===== config.mk =====
export PLATFORM = sky130hd
export DESIGN_NAME = format_spec_parser
export DESIGN_NICKNAME = d
export VERILOG_FILES = /design/src/sv/fsp_pkg.sv /design/src/sv/fsp_in_stage.sv /design/src/sv/fsp_parser.sv /design/src/sv/fsp_out_stage.sv /design/src/sv/format_spec_parser.sv
export VERILOG_INCLUDE_DIRS = /design/src /design/src/sv
export SDC_FILE = /design/constraint.sdc
export NUM_CORES = 1
export LEC_CHECK = 0
export BUFFER_PORTS_ARGS = -buffer_cell sky130_fd_sc_hd__buf_2
export CORE_AREA = 2 2 186 188
export DETAILED_ROUTE_END_ITERATION = 8
export DIE_AREA = 0 0 188 190
export PLACE_DENSITY_LB_ADDON = 0.25
export SETUP_SLACK_MARGIN = 0.2
export SKIP_LAST_GASP = 1
export SLEW_MARGIN = 20
export SYNTH_ARGS = -nofsm -noshare
export SYNTH_HDL_FRONTEND = slang
export SYNTH_SLANG_ARGS = --single-unit

===== constraint.sdc =====
create_clock -name clk -period 12.8 [get_ports clk]
set_input_delay 1.92 -clock clk [delete_from_list [all_inputs] [get_ports clk]]
set_output_delay 1.92 -clock clk [all_outputs]
set_load 0.03 [all_outputs]

===== src/sv/format_spec_parser_macros.svh =====
// Assertion helpers for the format specification parser.
`ifndef FORMAT_SPEC_PARSER_MACROS_SVH
`define FORMAT_SPEC_PARSER_MACROS_SVH

`ifndef SYNTHESIS

// Same-cycle implication, checked out of reset.
`define FSP_ASSERT_IMP(label, clk, rst_n, lhs, rhs) \
    label: assert property (@(posedge clk) disable iff (!rst_n) (lhs) |-> (rhs)) \
        else $error("format_spec_parser: assertion failed");

// Next-cycle implication, checked out of reset.
`define FSP_ASSERT_NEXT(label, clk, rst_n, lhs, rhs) \
    label: assert property (@(posedge clk) disable iff (!rst_n) (lhs) |=> (rhs)) \
        else $error("format_spec_parser: assertion failed");

`else

`define FSP_ASSERT_IMP(label, clk, rst_n, lhs, rhs)
`define FSP_ASSERT_NEXT(label, clk, rst_n, lhs, rhs)

`endif

`endif


===== src/sv/fsp_pkg.sv =====
package fsp_pkg;

    // Native int size of the target; sets the saturation limits.
    localparam int NUM_BITS = 32;

    localparam logic [63:0] IMAX = (64'd1 << (NUM_BITS - 1)) - 64'd1;
    localparam logic [63:0] WIDTH_CAP64 =
        ((IMAX + 64'd1) > 64'hFFFF_FFFF) ? 64'hFFFF_FFFF : (IMAX + 64'd1);
    localparam logic [63:0] PREC_CAP64 =
        (IMAX > 64'h7FFF_FFFF) ? 64'h7FFF_FFFF : IMAX;
    localparam logic [31:0] WIDTH_CAP = WIDTH_CAP64[31:0];
    localparam logic [30:0] PREC_CAP  = PREC_CAP64[30:0];

    // flag_bits positions
    localparam int FB_STAR  = 0;
    localparam int FB_LEFT  = 1;
    localparam int FB_SIGN  = 2;
    localparam int FB_SPACE = 3;
    localparam int FB_ALT   = 4;
    localparam int FB_ZERO  = 5;
    localparam int FB_WIDTH = 6;
    localparam int FB_PREC  = 7;
    localparam int FB_UPPER = 8;

    typedef enum logic [3:0] {
        PH_IDLE  = 4'd0,
        PH_FLAGS = 4'd1,
        PH_WIDTH = 4'd2,
        PH_DOT   = 4'd3,
        PH_PREC  = 4'd4,
        PH_LEN   = 4'd5,
        PH_HPEND = 4'd6,
        PH_LPEND = 4'd7,
        PH_SPEC  = 4'd8
    } fsp_phase_t;

    typedef enum logic [3:0] {
        LEN_NONE = 4'd0,
        LEN_HH   = 4'd1,
        LEN_H    = 4'd2,
        LEN_L    = 4'd3,
        LEN_LL   = 4'd4,
        LEN_J    = 4'd5,
        LEN_Z    = 4'd6,
        LEN_T    = 4'd7,
        LEN_BIGL = 4'd8
    } fsp_len_t;

    typedef enum logic [3:0] {
        ERR_NONE         = 4'd0,
        ERR_INPUT_FLAG   = 4'd1,
        ERR_INPUT_PREC   = 4'd2,
        ERR_BAD_LENGTH   = 4'd3,
        ERR_C_PREC       = 4'd4,
        ERR_WIDTH        = 4'd5,
        ERR_PREC         = 4'd6,
        ERR_FLAGS_PNP    = 4'd7,
        ERR_UNKNOWN_SPEC = 4'd8,
        ERR_NO_PERCENT   = 4'd9
    } fsp_err_t;

    typedef struct packed {
        logic [7:0]         ch;
        logic               start_req;
        logic signed [31:0] star_arg;
    } fsp_in_t;

    typedef struct packed {
        logic [7:0]  consumed;
        logic [8:0]  flag_bits;
        logic [31:0] field_width;
        logic [30:0] precision_value;
        logic [3:0]  length_code;
        logic [7:0]  spec_char;
        logic [3:0]  error_code;
    } fsp_out_t;

    // Held input beat as seen by the parser.
    typedef struct packed {
        logic    valid;
        fsp_in_t item;
    } fsp_in_beat_t;

    // Result produced by the parser in the cycle it consumes a beat.
    typedef struct packed {
        logic     valid;
        fsp_out_t item;
    } fsp_res_t;

endpackage


===== src/sv/fsp_in_stage.sv =====
module fsp_in_stage (
    input  logic                  clk,
    input  logic                  rst_n,
    input  logic                  in_valid,
    output logic                  in_ready,
    input  fsp_pkg::fsp_in_t      in_item,
    input  logic                  take,
    output fsp_pkg::fsp_in_beat_t held
);
    import fsp_pkg::*;

    logic    full_reg;
    logic    full_next;
    fsp_in_t data_reg;
    logic    accept;

    // Refill in the same cycle the held beat is consumed.
    assign in_ready = !full_reg || take;
    assign accept   = in_valid && in_ready;

    always_comb
    begin
        full_next = full_reg;
        if (accept)
        begin
            full_next = 1'b1;
        end
        else if (take)
        begin
            full_next = 1'b0;
        end
    end

    always_ff @(posedge clk or negedge rst_n)
    begin
        if (!rst_n)
        begin
            full_reg <= 1'b0;
        end
        else
        begin
            full_reg <= full_next;
        end
    end

    always_ff @(posedge clk)
    begin
        if (accept)
        begin
            data_reg <= in_item;
        end
    end

    assign held.valid = full_reg;
    assign held.item  = data_reg;

endmodule


===== src/sv/fsp_parser.sv =====
module fsp_parser (
    input  logic                  clk,
    input  logic                  rst_n,
    input  logic                  cfg_wr_en,
    input  logic                  cfg_wr_data,
    input  fsp_pkg::fsp_in_beat_t held,
    input  logic                  take,
    output fsp_pkg::fsp_res_t     res
);
    import fsp_pkg::*;

    localparam logic [7:0] CH_PERCENT = 8'h25;
    localparam logic [7:0] CH_STAR    = 8'h2A;
    localparam logic [7:0] CH_MINUS   = 8'h2D;
    localparam logic [7:0] CH_PLUS    = 8'h2B;
    localparam logic [7:0] CH_SPACE   = 8'h20;
    localparam logic [7:0] CH_HASH    = 8'h23;
    localparam logic [7:0] CH_ZERO    = 8'h30;
    localparam logic [7:0] CH_ONE     = 8'h31;
    localparam logic [7:0] CH_NINE    = 8'h39;
    localparam logic [7:0] CH_DOT     = 8'h2E;
    localparam logic [7:0] CH_UP_A    = 8'h41;
    localparam logic [7:0] CH_UP_Z    = 8'h5A;

    // Saturating a * 10 + d; a * 10 stays below 2^36.
    function automatic logic [31:0] acc_dec(
        input logic [31:0] a,
        input logic [3:0]  d,
        input logic [31:0] cap
    );
        logic [35:0] t;
        begin
            t = ({4'd0, a} << 3) + ({4'd0, a} << 1) + {32'd0, d};
            acc_dec = (t > {4'd0, cap}) ? cap : t[31:0];
        end
    endfunction

    logic        direction_reg;
    fsp_phase_t  phase_reg,  phase_next;
    logic [8:0]  flags_reg,  flags_next;
    logic [31:0] width_reg,  width_next;
    logic [30:0] prec_reg,   prec_next;
    fsp_len_t    length_reg, length_next;
    logic [7:0]  count_reg,  count_next;
    fsp_err_t    err_reg,    err_next;

    logic [7:0]  c;
    logic [31:0] star;
    logic [31:0] star_mag;
    logic [31:0] prec_acc32;
    logic [3:0]  dig;
    logic [7:0]  count_inc;
    logic        is_digit;
    logic        is_flag;
    logic [8:0]  flag_mask;
    logic        go_after_width;
    logic        go_len;
    logic        go_finish;
    fsp_len_t    fin_len;
    logic [8:0]  fin_flags;
    fsp_err_t    err_w;

    assign c          = held.item.ch;
    assign star       = held.item.star_arg;
    assign star_mag   = star[31] ? (32'd0 - star) : star;
    assign dig        = c[3:0];
    assign is_digit   = (c >= CH_ZERO) && (c <= CH_NINE);
    assign count_inc  = (count_reg == 8'hFF) ? count_reg : count_reg + 8'd1;
    assign prec_acc32 = acc_dec({1'b0, prec_reg}, dig, {1'b0, PREC_CAP});

    always_comb
    begin
        flag_mask = '0;
        unique case (c)
            CH_STAR:  flag_mask[FB_STAR]  = 1'b1;
            CH_MINUS: flag_mask[FB_LEFT]  = 1'b1;
            CH_PLUS:  flag_mask[FB_SIGN]  = 1'b1;
            CH_SPACE: flag_mask[FB_SPACE] = 1'b1;
            CH_HASH:  flag_mask[FB_ALT]   = 1'b1;
            CH_ZERO:  flag_mask[FB_ZERO]  = 1'b1;
            default:  flag_mask = '0;
        endcase
    end
    assign is_flag = |flag_mask;

    always_comb
    begin
        phase_next     = phase_reg;
        flags_next     = flags_reg;
        width_next     = width_reg;
        prec_next      = prec_reg;
        length_next    = length_reg;
        count_next     = count_reg;
        err_next       = err_reg;
        err_w          = err_reg;
        go_after_width = 1'b0;
        go_len         = 1'b0;
        go_finish      = 1'b0;
        fin_len        = length_reg;
        fin_flags      = flags_reg;
        res            = '0;

        if (take)
        begin
            if (held.item.start_req)
            begin
                flags_next  = '0;
                width_next  = '0;
                prec_next   = '0;
                length_next = LEN_NONE;
                err_next    = ERR_NONE;
                if (c != CH_PERCENT)
                begin
                    count_next          = '0;
                    phase_next          = PH_IDLE;
                    res.valid           = 1'b1;
                    res.item.error_code = ERR_NO_PERCENT;
                end
                else
                begin
                    count_next = 8'd1;
                    phase_next = PH_FLAGS;
                end
            end
            else
            begin
                unique case (phase_reg)
                    PH_FLAGS:
                    begin
                        if (is_flag)
                        begin
                            flags_next = flags_reg | flag_mask;
                            count_next = count_inc;
                            if (direction_reg)
                            begin
                                if (!flag_mask[FB_STAR] && err_w == ERR_NONE)
                                begin
                                    err_w = ERR_INPUT_FLAG;
                                end
                            end
                            else if (flag_mask[FB_STAR])
                            begin
                                // Star width: a negative argument means left adjust.
                                flags_next[FB_WIDTH] = 1'b1;
                                if (star[31])
                                begin
                                    flags_next[FB_LEFT] = 1'b1;
                                end
                                width_next = (star_mag > WIDTH_CAP) ? WIDTH_CAP : star_mag;
                            end
                        end
                        else if (c >= CH_ONE && c <= CH_NINE)
                        begin
                            flags_next[FB_WIDTH] = 1'b1;
                            width_next = {28'd0, dig};
                            phase_next = PH_WIDTH;
                            count_next = count_inc;
                        end
                        else
                        begin
                            go_after_width = 1'b1;
                        end
                    end
                    PH_WIDTH:
                    begin
                        if (is_digit)
                        begin
                            width_next = acc_dec(width_reg, dig, WIDTH_CAP);
                            count_next = count_inc;
                        end
                        else
                        begin
                            go_after_width = 1'b1;
                        end
                    end
                    PH_DOT:
                    begin
                        if (c == CH_STAR)
                        begin
                            // Consume the star; zero or negative drops the precision.
                            if (star != 32'd0 && !star[31])
                            begin
                                prec_next = (star[30:0] > PREC_CAP) ? PREC_CAP : star[30:0];
                            end
                            else
                            begin
                                flags_next[FB_PREC] = 1'b0;
                                prec_next = '0;
                            end
                            phase_next = PH_LEN;
                            count_next = count_inc;
                        end
                        else if (is_digit)
                        begin
                            prec_next  = prec_acc32[30:0];
                            phase_next = PH_PREC;
                            count_next = count_inc;
                        end
                        else
                        begin
                            go_len = 1'b1;
                        end
                    end
                    PH_PREC:
                    begin
                        if (is_digit)
                        begin
                            prec_next  = prec_acc32[30:0];
                            count_next = count_inc;
                        end
                        else
                        begin
                            go_len = 1'b1;
                        end
                    end
                    PH_LEN:
                    begin
                        go_len = 1'b1;
                    end
                    PH_HPEND:
                    begin
                        if (c == "h")
                        begin
                            length_next = LEN_HH;
                            phase_next  = PH_SPEC;
                            count_next  = count_inc;
                        end
                        else
                        begin
                            fin_len   = LEN_H;
                            go_finish = 1'b1;
                        end
                    end
                    PH_LPEND:
                    begin
                        if (c == "l")
                        begin
                            length_next = LEN_LL;
                            phase_next  = PH_SPEC;
                            count_next  = count_inc;
                        end
                        else
                        begin
                            fin_len   = LEN_L;
                            go_finish = 1'b1;
                        end
                    end
                    PH_SPEC:
                    begin
                        go_finish = 1'b1;
                    end
                    PH_IDLE:
                    begin
                        // drop stray characters between specifications
                    end
                    default:
                    begin
                        phase_next = PH_IDLE;
                    end
                endcase

                if (go_after_width)
                begin
                    if (c == CH_DOT)
                    begin
                        if (direction_reg && err_w == ERR_NONE)
                        begin
                            err_w = ERR_INPUT_PREC;
                        end
                        flags_next[FB_PREC] = 1'b1;
                        prec_next  = '0;
                        phase_next = PH_DOT;
                        count_next = count_inc;
                    end
                    else
                    begin
                        go_len = 1'b1;
                    end
                end

                if (go_len)
                begin
                    unique case (c)
                        "h":
                        begin
                            phase_next = PH_HPEND;
                            count_next = count_inc;
                        end
                        "l":
                        begin
                            phase_next = PH_LPEND;
                            count_next = count_inc;
                        end
                        "j":
                        begin
                            length_next = LEN_J;
                            phase_next  = PH_SPEC;
                            count_next  = count_inc;
                        end
                        "z":
                        begin
                            length_next = LEN_Z;
                            phase_next  = PH_SPEC;
                            count_next  = count_inc;
                        end
                        "t":
                        begin
                            length_next = LEN_T;
                            phase_next  = PH_SPEC;
                            count_next  = count_inc;
                        end
                        "L":
                        begin
                            length_next = LEN_BIGL;
                            phase_next  = PH_SPEC;
                            count_next  = count_inc;
                        end
                        default:
                        begin
                            go_finish = 1'b1;
                        end
                    endcase
                end

                if (go_finish)
                begin
                    fin_flags = flags_reg;
                    if (c >= CH_UP_A && c <= CH_UP_Z)
                    begin
                        fin_flags[FB_UPPER] = 1'b1;
                    end
                    unique case (c)
                        "d", "i", "o", "u", "x", "X":
                        begin
                            if (fin_len == LEN_BIGL && err_w == ERR_NONE)
                            begin
                                err_w = ERR_BAD_LENGTH;
                            end
                        end
                        "f", "F", "e", "E", "g", "G", "a", "A":
                        begin
                            if (fin_len != LEN_NONE && fin_len != LEN_BIGL
                                && err_w == ERR_NONE)
                            begin
                                err_w = ERR_BAD_LENGTH;
                            end
                        end
                        "c":
                        begin
                            if (fin_flags[FB_PREC] && err_w == ERR_NONE)
                            begin
                                err_w = ERR_C_PREC;
                            end
                            if (fin_len != LEN_NONE && fin_len != LEN_L && err_w == ERR_NONE)
                            begin
                                err_w = ERR_BAD_LENGTH;
                            end
                        end
                        "s", "[":
                        begin
                            if (fin_len != LEN_NONE && fin_len != LEN_L && err_w == ERR_NONE)
                            begin
                                err_w = ERR_BAD_LENGTH;
                            end
                        end
                        "p", "n", CH_PERCENT:
                        begin
                            if (fin_flags[FB_WIDTH] && err_w == ERR_NONE)
                            begin
                                err_w = ERR_WIDTH;
                            end
                            if (fin_flags[FB_PREC] && err_w == ERR_NONE)
                            begin
                                err_w = ERR_PREC;
                            end
                            if (fin_flags != 9'd0 && err_w == ERR_NONE)
                            begin
                                err_w = ERR_FLAGS_PNP;
                            end
                            if (fin_len != LEN_NONE && err_w == ERR_NONE)
                            begin
                                err_w = ERR_BAD_LENGTH;
                            end
                        end
                        default:
                        begin
                            if (err_w == ERR_NONE)
                            begin
                                err_w = ERR_UNKNOWN_SPEC;
                            end
                        end
                    endcase
                    res.valid                = 1'b1;
                    res.item.consumed        = count_reg;
                    res.item.flag_bits       = fin_flags;
                    res.item.field_width     = fin_flags[FB_WIDTH] ? width_reg : 32'd0;
                    res.item.precision_value = fin_flags[FB_PREC] ? prec_reg : 31'd0;
                    res.item.length_code     = fin_len;
                    res.item.spec_char       = c;
                    res.item.error_code      = err_w;
                    phase_next = PH_IDLE;
                end
                err_next = err_w;
            end
        end
    end

    always_ff @(posedge clk or negedge rst_n)
    begin
        if (!rst_n)
        begin
            direction_reg <= 1'b0;
            phase_reg     <= PH_IDLE;
            flags_reg     <= '0;
            width_reg     <= '0;
            prec_reg      <= '0;
            length_reg    <= LEN_NONE;
            count_reg     <= '0;
            err_reg       <= ERR_NONE;
        end
        else
        begin
            if (cfg_wr_en)
            begin
                direction_reg <= cfg_wr_data;
            end
            phase_reg  <= phase_next;
            flags_reg  <= flags_next;
            width_reg  <= width_next;
            prec_reg   <= prec_next;
            length_reg <= length_next;
            count_reg  <= count_next;
            err_reg    <= err_next;
        end
    end

endmodule


===== src/sv/fsp_out_stage.sv =====
module fsp_out_stage (
    input  logic               clk,
    input  logic               rst_n,
    input  fsp_pkg::fsp_res_t  res,
    output logic               space,
    output logic               out_valid,
    input  logic               out_ready,
    output fsp_pkg::fsp_out_t  out_item
);
    import fsp_pkg::*;

    logic     valid_reg;
    logic     valid_next;
    fsp_out_t data_reg;

    // Free when empty or when the held beat leaves this cycle.
    assign space = !valid_reg || out_ready;

    always_comb
    begin
        valid_next = valid_reg;
        if (res.valid)
        begin
            valid_next = 1'b1;
        end
        else if (out_ready)
        begin
            valid_next = 1'b0;
        end
    end

    always_ff @(posedge clk or negedge rst_n)
    begin
        if (!rst_n)
        begin
            valid_reg <= 1'b0;
        end
        else
        begin
            valid_reg <= valid_next;
        end
    end

    always_ff @(posedge clk)
    begin
        if (res.valid)
        begin
            data_reg <= res.item;
        end
    end

    assign out_valid = valid_reg;
    assign out_item  = data_reg;

endmodule


===== src/sv/format_spec_parser.sv =====
// Format specification parser: takes one format string character per input beat
// and parses a printf/scanf conversion (percent, flags, width, precision, length
// modifier, specifier). A beat with start_req begins a new specification; exactly
// one result beat comes out when the specifier arrives, or right away when the
// first character is not a percent sign. Between specifications, characters
// without start_req are dropped, and start_req in mid-parse abandons the old one
// silently. Throughput is one character per clock: the parser state updates
// straight from the input register, and results land in an output register.
// While a result waits in that register, the held character is not consumed,
// whether or not it would produce a result, so the input register fills and the
// input stalls until the result beat leaves. An accepted beat is held in the input
// register, parsed combinationally, and its result beat is registered in the output
// register. The direction register (0 output rules, 1 input rules) is written
// through cfg_wr_en and must only change while no parse is in flight.
module format_spec_parser (
    input  logic              clk,
    input  logic              rst_n,
    input  logic              cfg_wr_en,
    input  logic              cfg_wr_data,
    input  logic              in_valid,
    output logic              in_ready,
    input  fsp_pkg::fsp_in_t  in_item,
    output logic              out_valid,
    input  logic              out_ready,
    output fsp_pkg::fsp_out_t out_item
);
    import fsp_pkg::*;

`include "format_spec_parser_macros.svh"

    fsp_in_beat_t held;
    fsp_res_t     res;
    logic         space;
    logic         take;

    // Consume the held beat only when a result, if any, has somewhere to go.
    assign take = held.valid && space;

    fsp_in_stage u_in_stage (
        .clk      (clk),
        .rst_n    (rst_n),
        .in_valid (in_valid),
        .in_ready (in_ready),
        .in_item  (in_item),
        .take     (take),
        .held     (held)
    );

    fsp_parser u_parser (
        .clk         (clk),
        .rst_n       (rst_n),
        .cfg_wr_en   (cfg_wr_en),
        .cfg_wr_data (cfg_wr_data),
        .held        (held),
        .take        (take),
        .res         (res)
    );

    fsp_out_stage u_out_stage (
        .clk       (clk),
        .rst_n     (rst_n),
        .res       (res),
        .space     (space),
        .out_valid (out_valid),
        .out_ready (out_ready),
        .out_item  (out_item)
    );

    // A result only comes from a beat that is actually consumed.
    `FSP_ASSERT_IMP(a_res_needs_take, clk, rst_n, res.valid, take)
    // Backpressure on the input only while the holding register is occupied.
    `FSP_ASSERT_IMP(a_ready_when_empty, clk, rst_n, !held.valid, in_ready)
    // A missing percent reports nothing but the error.
    `FSP_ASSERT_IMP(a_no_percent_clean, clk, rst_n,
        out_valid && (out_item.error_code == ERR_NO_PERCENT),
        (out_item.consumed == 8'd0) && (out_item.flag_bits == 9'd0))
    // Every result the parser produces always lands in the result register.
    `FSP_ASSERT_NEXT(a_result_lands, clk, rst_n, res.valid, out_valid)

endmodule


==> impl_results.md <==
- Residual DRC: 0
- Worst-Margin Slew: about 1.0 ns
- Post-synthesis sequential area ratio: 39.0%
- Worst hold start: u_parser.flags_reg[2]$_DFFE_PN0P_
- Leakage: 8.17 nW
- Hold crit path type: register to register
- Async S/R FF share, synth: 40.7%
- Synthesized cell area: around 17000 um2
- Yosys Warn Count: 0
- Global-route wire length before repair: 80.0 mm
- Top_reg_cell synth: edfxtp_1
- Core area: 33900 um2
- Nets in the synthesized netlist: 1954
- Hold buffer count at CTS: 0
- Vias: 15100
- Period minus WS final: 4.98 ns
- Area Growth Syn to Fin: 11.8%
- Die height: 190 um
- Fraction of layout instances using a drive strength above 1: 13.6%
- Final Routed Wirelength: 50.7 mm
- CTS Root Cell: clkbuf_16
- Largest family of logic cells by synthesized area: compound AO/OA/AOI/OAI gates
- Max Slew Vio Count: 0
- Drt wl/cell: around 22 um
- Most frequent cells in the layout: 144 x a21oi_1, 143 x buf_2, 137 x edfxtp_1
- DR iter-0 viols: roughly 1600
- Reg clk slew, reported paths: 0.06 ns
- Final ANT Viol Nets: 0
- Number of gates resized after CTS: 0
- Max reg flops: between 90 and 100
- Largest net degree at the start of global routing: 68
- CP delay by family, top: compound AO/OA/AOI/OAI gates
- WP data required: roughly 13 ns
- Vias in the first global route: 14200
- Number of flops mapped to enable cells by yosys: 137
- Setup violators final: 0
- Critical Path Max Stage Delay: a little under 0.9 ns
- Final Hold Vio Count: 0
- Worst Path Buf+Inv: 0
- Fin Setup TNS: 0 ns
- Die Span X: roughly 190 um
- Initial Util: about half
- Startpoint Class: register
- DR vias/cell: 6.46
- Latest clock arrival within the worst-skew pair: 0.57 ns
- Flops & latches, synth: around 230
- CP arrival: 5.43 ns
- Commonest non-fill, non-tap cell in the layout: a21oi_1
- Synth cell types: 85
- Clock sinks: 231
- Max Fanout on Critical Path: 25
- RSZ-0062 raised after global routing: false
- Post-Synth XOR/XNOR Area: 3.90%
- DP HPWL: 37.0 mm
- Crit path kind: register to register
- Initial antenna violation count: 0
- Highest Clock Rate: 201 MHz
- Crit end category: register
- RR Startpoint: u_in_stage.held[34]$_DFFE_PP_
- Slew headroom: 29.9%
- H-tree Lvls: 1
- Gr ovfl total: 0
- Synth Area in Adders: 9.98%
- Slowest cell on crit path: edfxtp_1
- Setup crit start: u_in_stage.held[34]$_DFFE_PP_
- Post-synthesis mux area share: 0.686%
- CTS tree: yes
- Status: completed
- Simple-Gate Fraction of Synth Area: 20.2%
- Postcts setup bufs: 0
- Worst IR Drop VDD: 0.000136 V
- GRT Overall Usage: ~28%
- IO buf count: approximately 140
- Post-Syn Instances: 1777
- Tcrit/Tclk final: between 30% and 40%
- Cell row count: approximately 70
- CTS buffer count: 27
- # IOs: around 150
- Placer congestion estimate: slightly below 1
- Total power: 0.00199 W
- Antenna diodes: 0
- Clock skew: between 0.015 and 0.02 ns
- Synth Area in Compound Gates: 22.8%
- Reg2reg setup slack: 7.82 ns
- Max Cap Violations: 0
- PD cells: 107 nW/um2
- Nets@finish: 2033
- Drt pass-1 iters: 6
- CP Cell Sequence: ha_1, ha_1, a21o_1, nand4_1, a2111oi_2, o211ai_1, a2111oi_0, o221ai_1, a221oi_1, and2_1, nand2b_1, o211ai_1
- Syn_area_per_cell: 9.34 um2
- CTS max path bufs: 3
- Die area: 35700 um2
==> layer usage <==
layer | global-route usage [%] | part of all wire [%]
met1 | 40.1 | 44
met2 | 44.1 | 45
met3 | 3.52 | 7.7
met4 | 8.21 | 2.9
met5 | 0 | 0
==> synth_stat cells, types with 13 or more instances <==
cell       count  share of area (%)
xnor2_1       33                1.7
a31oi_1       21               0.79
nand2_1      117                2.6
a211oi_1      14               0.63
dfrtp_1       94                 14
and2_1        39                1.5
or2_2         13               0.49
a21oi_1      145                4.4
nor2_1       135                3.1
nor2b_1       16               0.60
nand3_1       45                1.4
o211ai_1      15               0.68
nor3_1        33               0.99
clkbuf_1     104                2.4
edfxtp_1     137                 25
ha_1         126                9.5
or4_1         15               0.68
nor4_1        13               0.49
o21ai_0       98                3.0
xor2_1        41                2.2
nand2b_1      20               0.75
nand4_1       23               0.87
or3_1         27                1.0
and3_1        85                3.2
o21a_1        14               0.63
a21o_1        36                1.6
a2111oi_0     21                1.1
a221o_1       28                1.7
a22oi_1       15               0.68
o31ai_1       20               0.90
inv_1         37               0.84
==> power by group <==
group          switching, W  internal [W]
clock              0.000341      0.000466
combinational      0.000209     0.0000803
sequential        0.0000496      0.000843
total              0.000599       0.00139
==> cells by family (layout without fill, tap and decap cells) <==
| logic type | count (synthesis) | in the layout |
|---|---|---|
| simple gates | 627 | 627 |
| compound gates | 553 | 553 |
| flops | 231 | 231 |
| buf+inv | 151 | 251 |
| fa+ha+maj | 130 | 130 |
| xor+xnor | 74 | 74 |
| mux | 11 | 11 |
==> worst register-to-register path: stages, from the launching register on <==
cell and delay, ns:
edfxtp_1 0.87, ha_1 0.28, ha_1 0.16, a21o_1 0.16, nand4_1 0.21, a2111oi_2 0.77
o211ai_1 0.27, a2111oi_0 0.50, o221ai_1 0.16, a221oi_1 0.32, and2_1 0.24, nand2b_1 0.51
o211ai_1 0.43
==> path summary, 6_finish.rpt <==
path                                                endpoint  cells past startpoint
setup / recovery           u_parser.width_reg[2]$_DFFE_PN0P_                     12
hold / removal             u_parser.flags_reg[2]$_DFFE_PN0P_                      2
setup reg to reg           u_parser.width_reg[2]$_DFFE_PN0P_                     12
hold reg to reg            u_parser.flags_reg[2]$_DFFE_PN0P_                      2
max in group asynchronous  u_parser.width_reg[3]$_DFFE_PN0P_                      2
min in group asynchronous  u_parser.count_reg[4]$_DFFE_PN0P_                      1
==> through the flow <==
step           hold WS (ns)  std cells  utilization, %  instance area [um2]  setup slack, ns
6_report              0.540       2332            54.7                18600             7.82
5_1_grt               0.563       2332            54.7                18600             7.55
4_1_cts               0.544       2331            54.6                18500             7.72
3_5_place_dp          0.531       2281            51.9                17600             7.80
3_3_place_gp          0.525       2281            51.9                17600             8.00
2_1_floorplan         0.477       1777               -                16600             7.88
==> layout make-up <==
type                            instances  area (um2)
Clock inverter                         19         211
Clock buffer                           31         711
Inverter                               38         145
Sequential cell                       231        6470
Multi-Input combinational cell       1395        9580
Tap cell                              455         569
Fill cell                            3044       15400
Timing Repair Buffer                  163         886
Note: power is estimated with default switching activity, not from simulation.
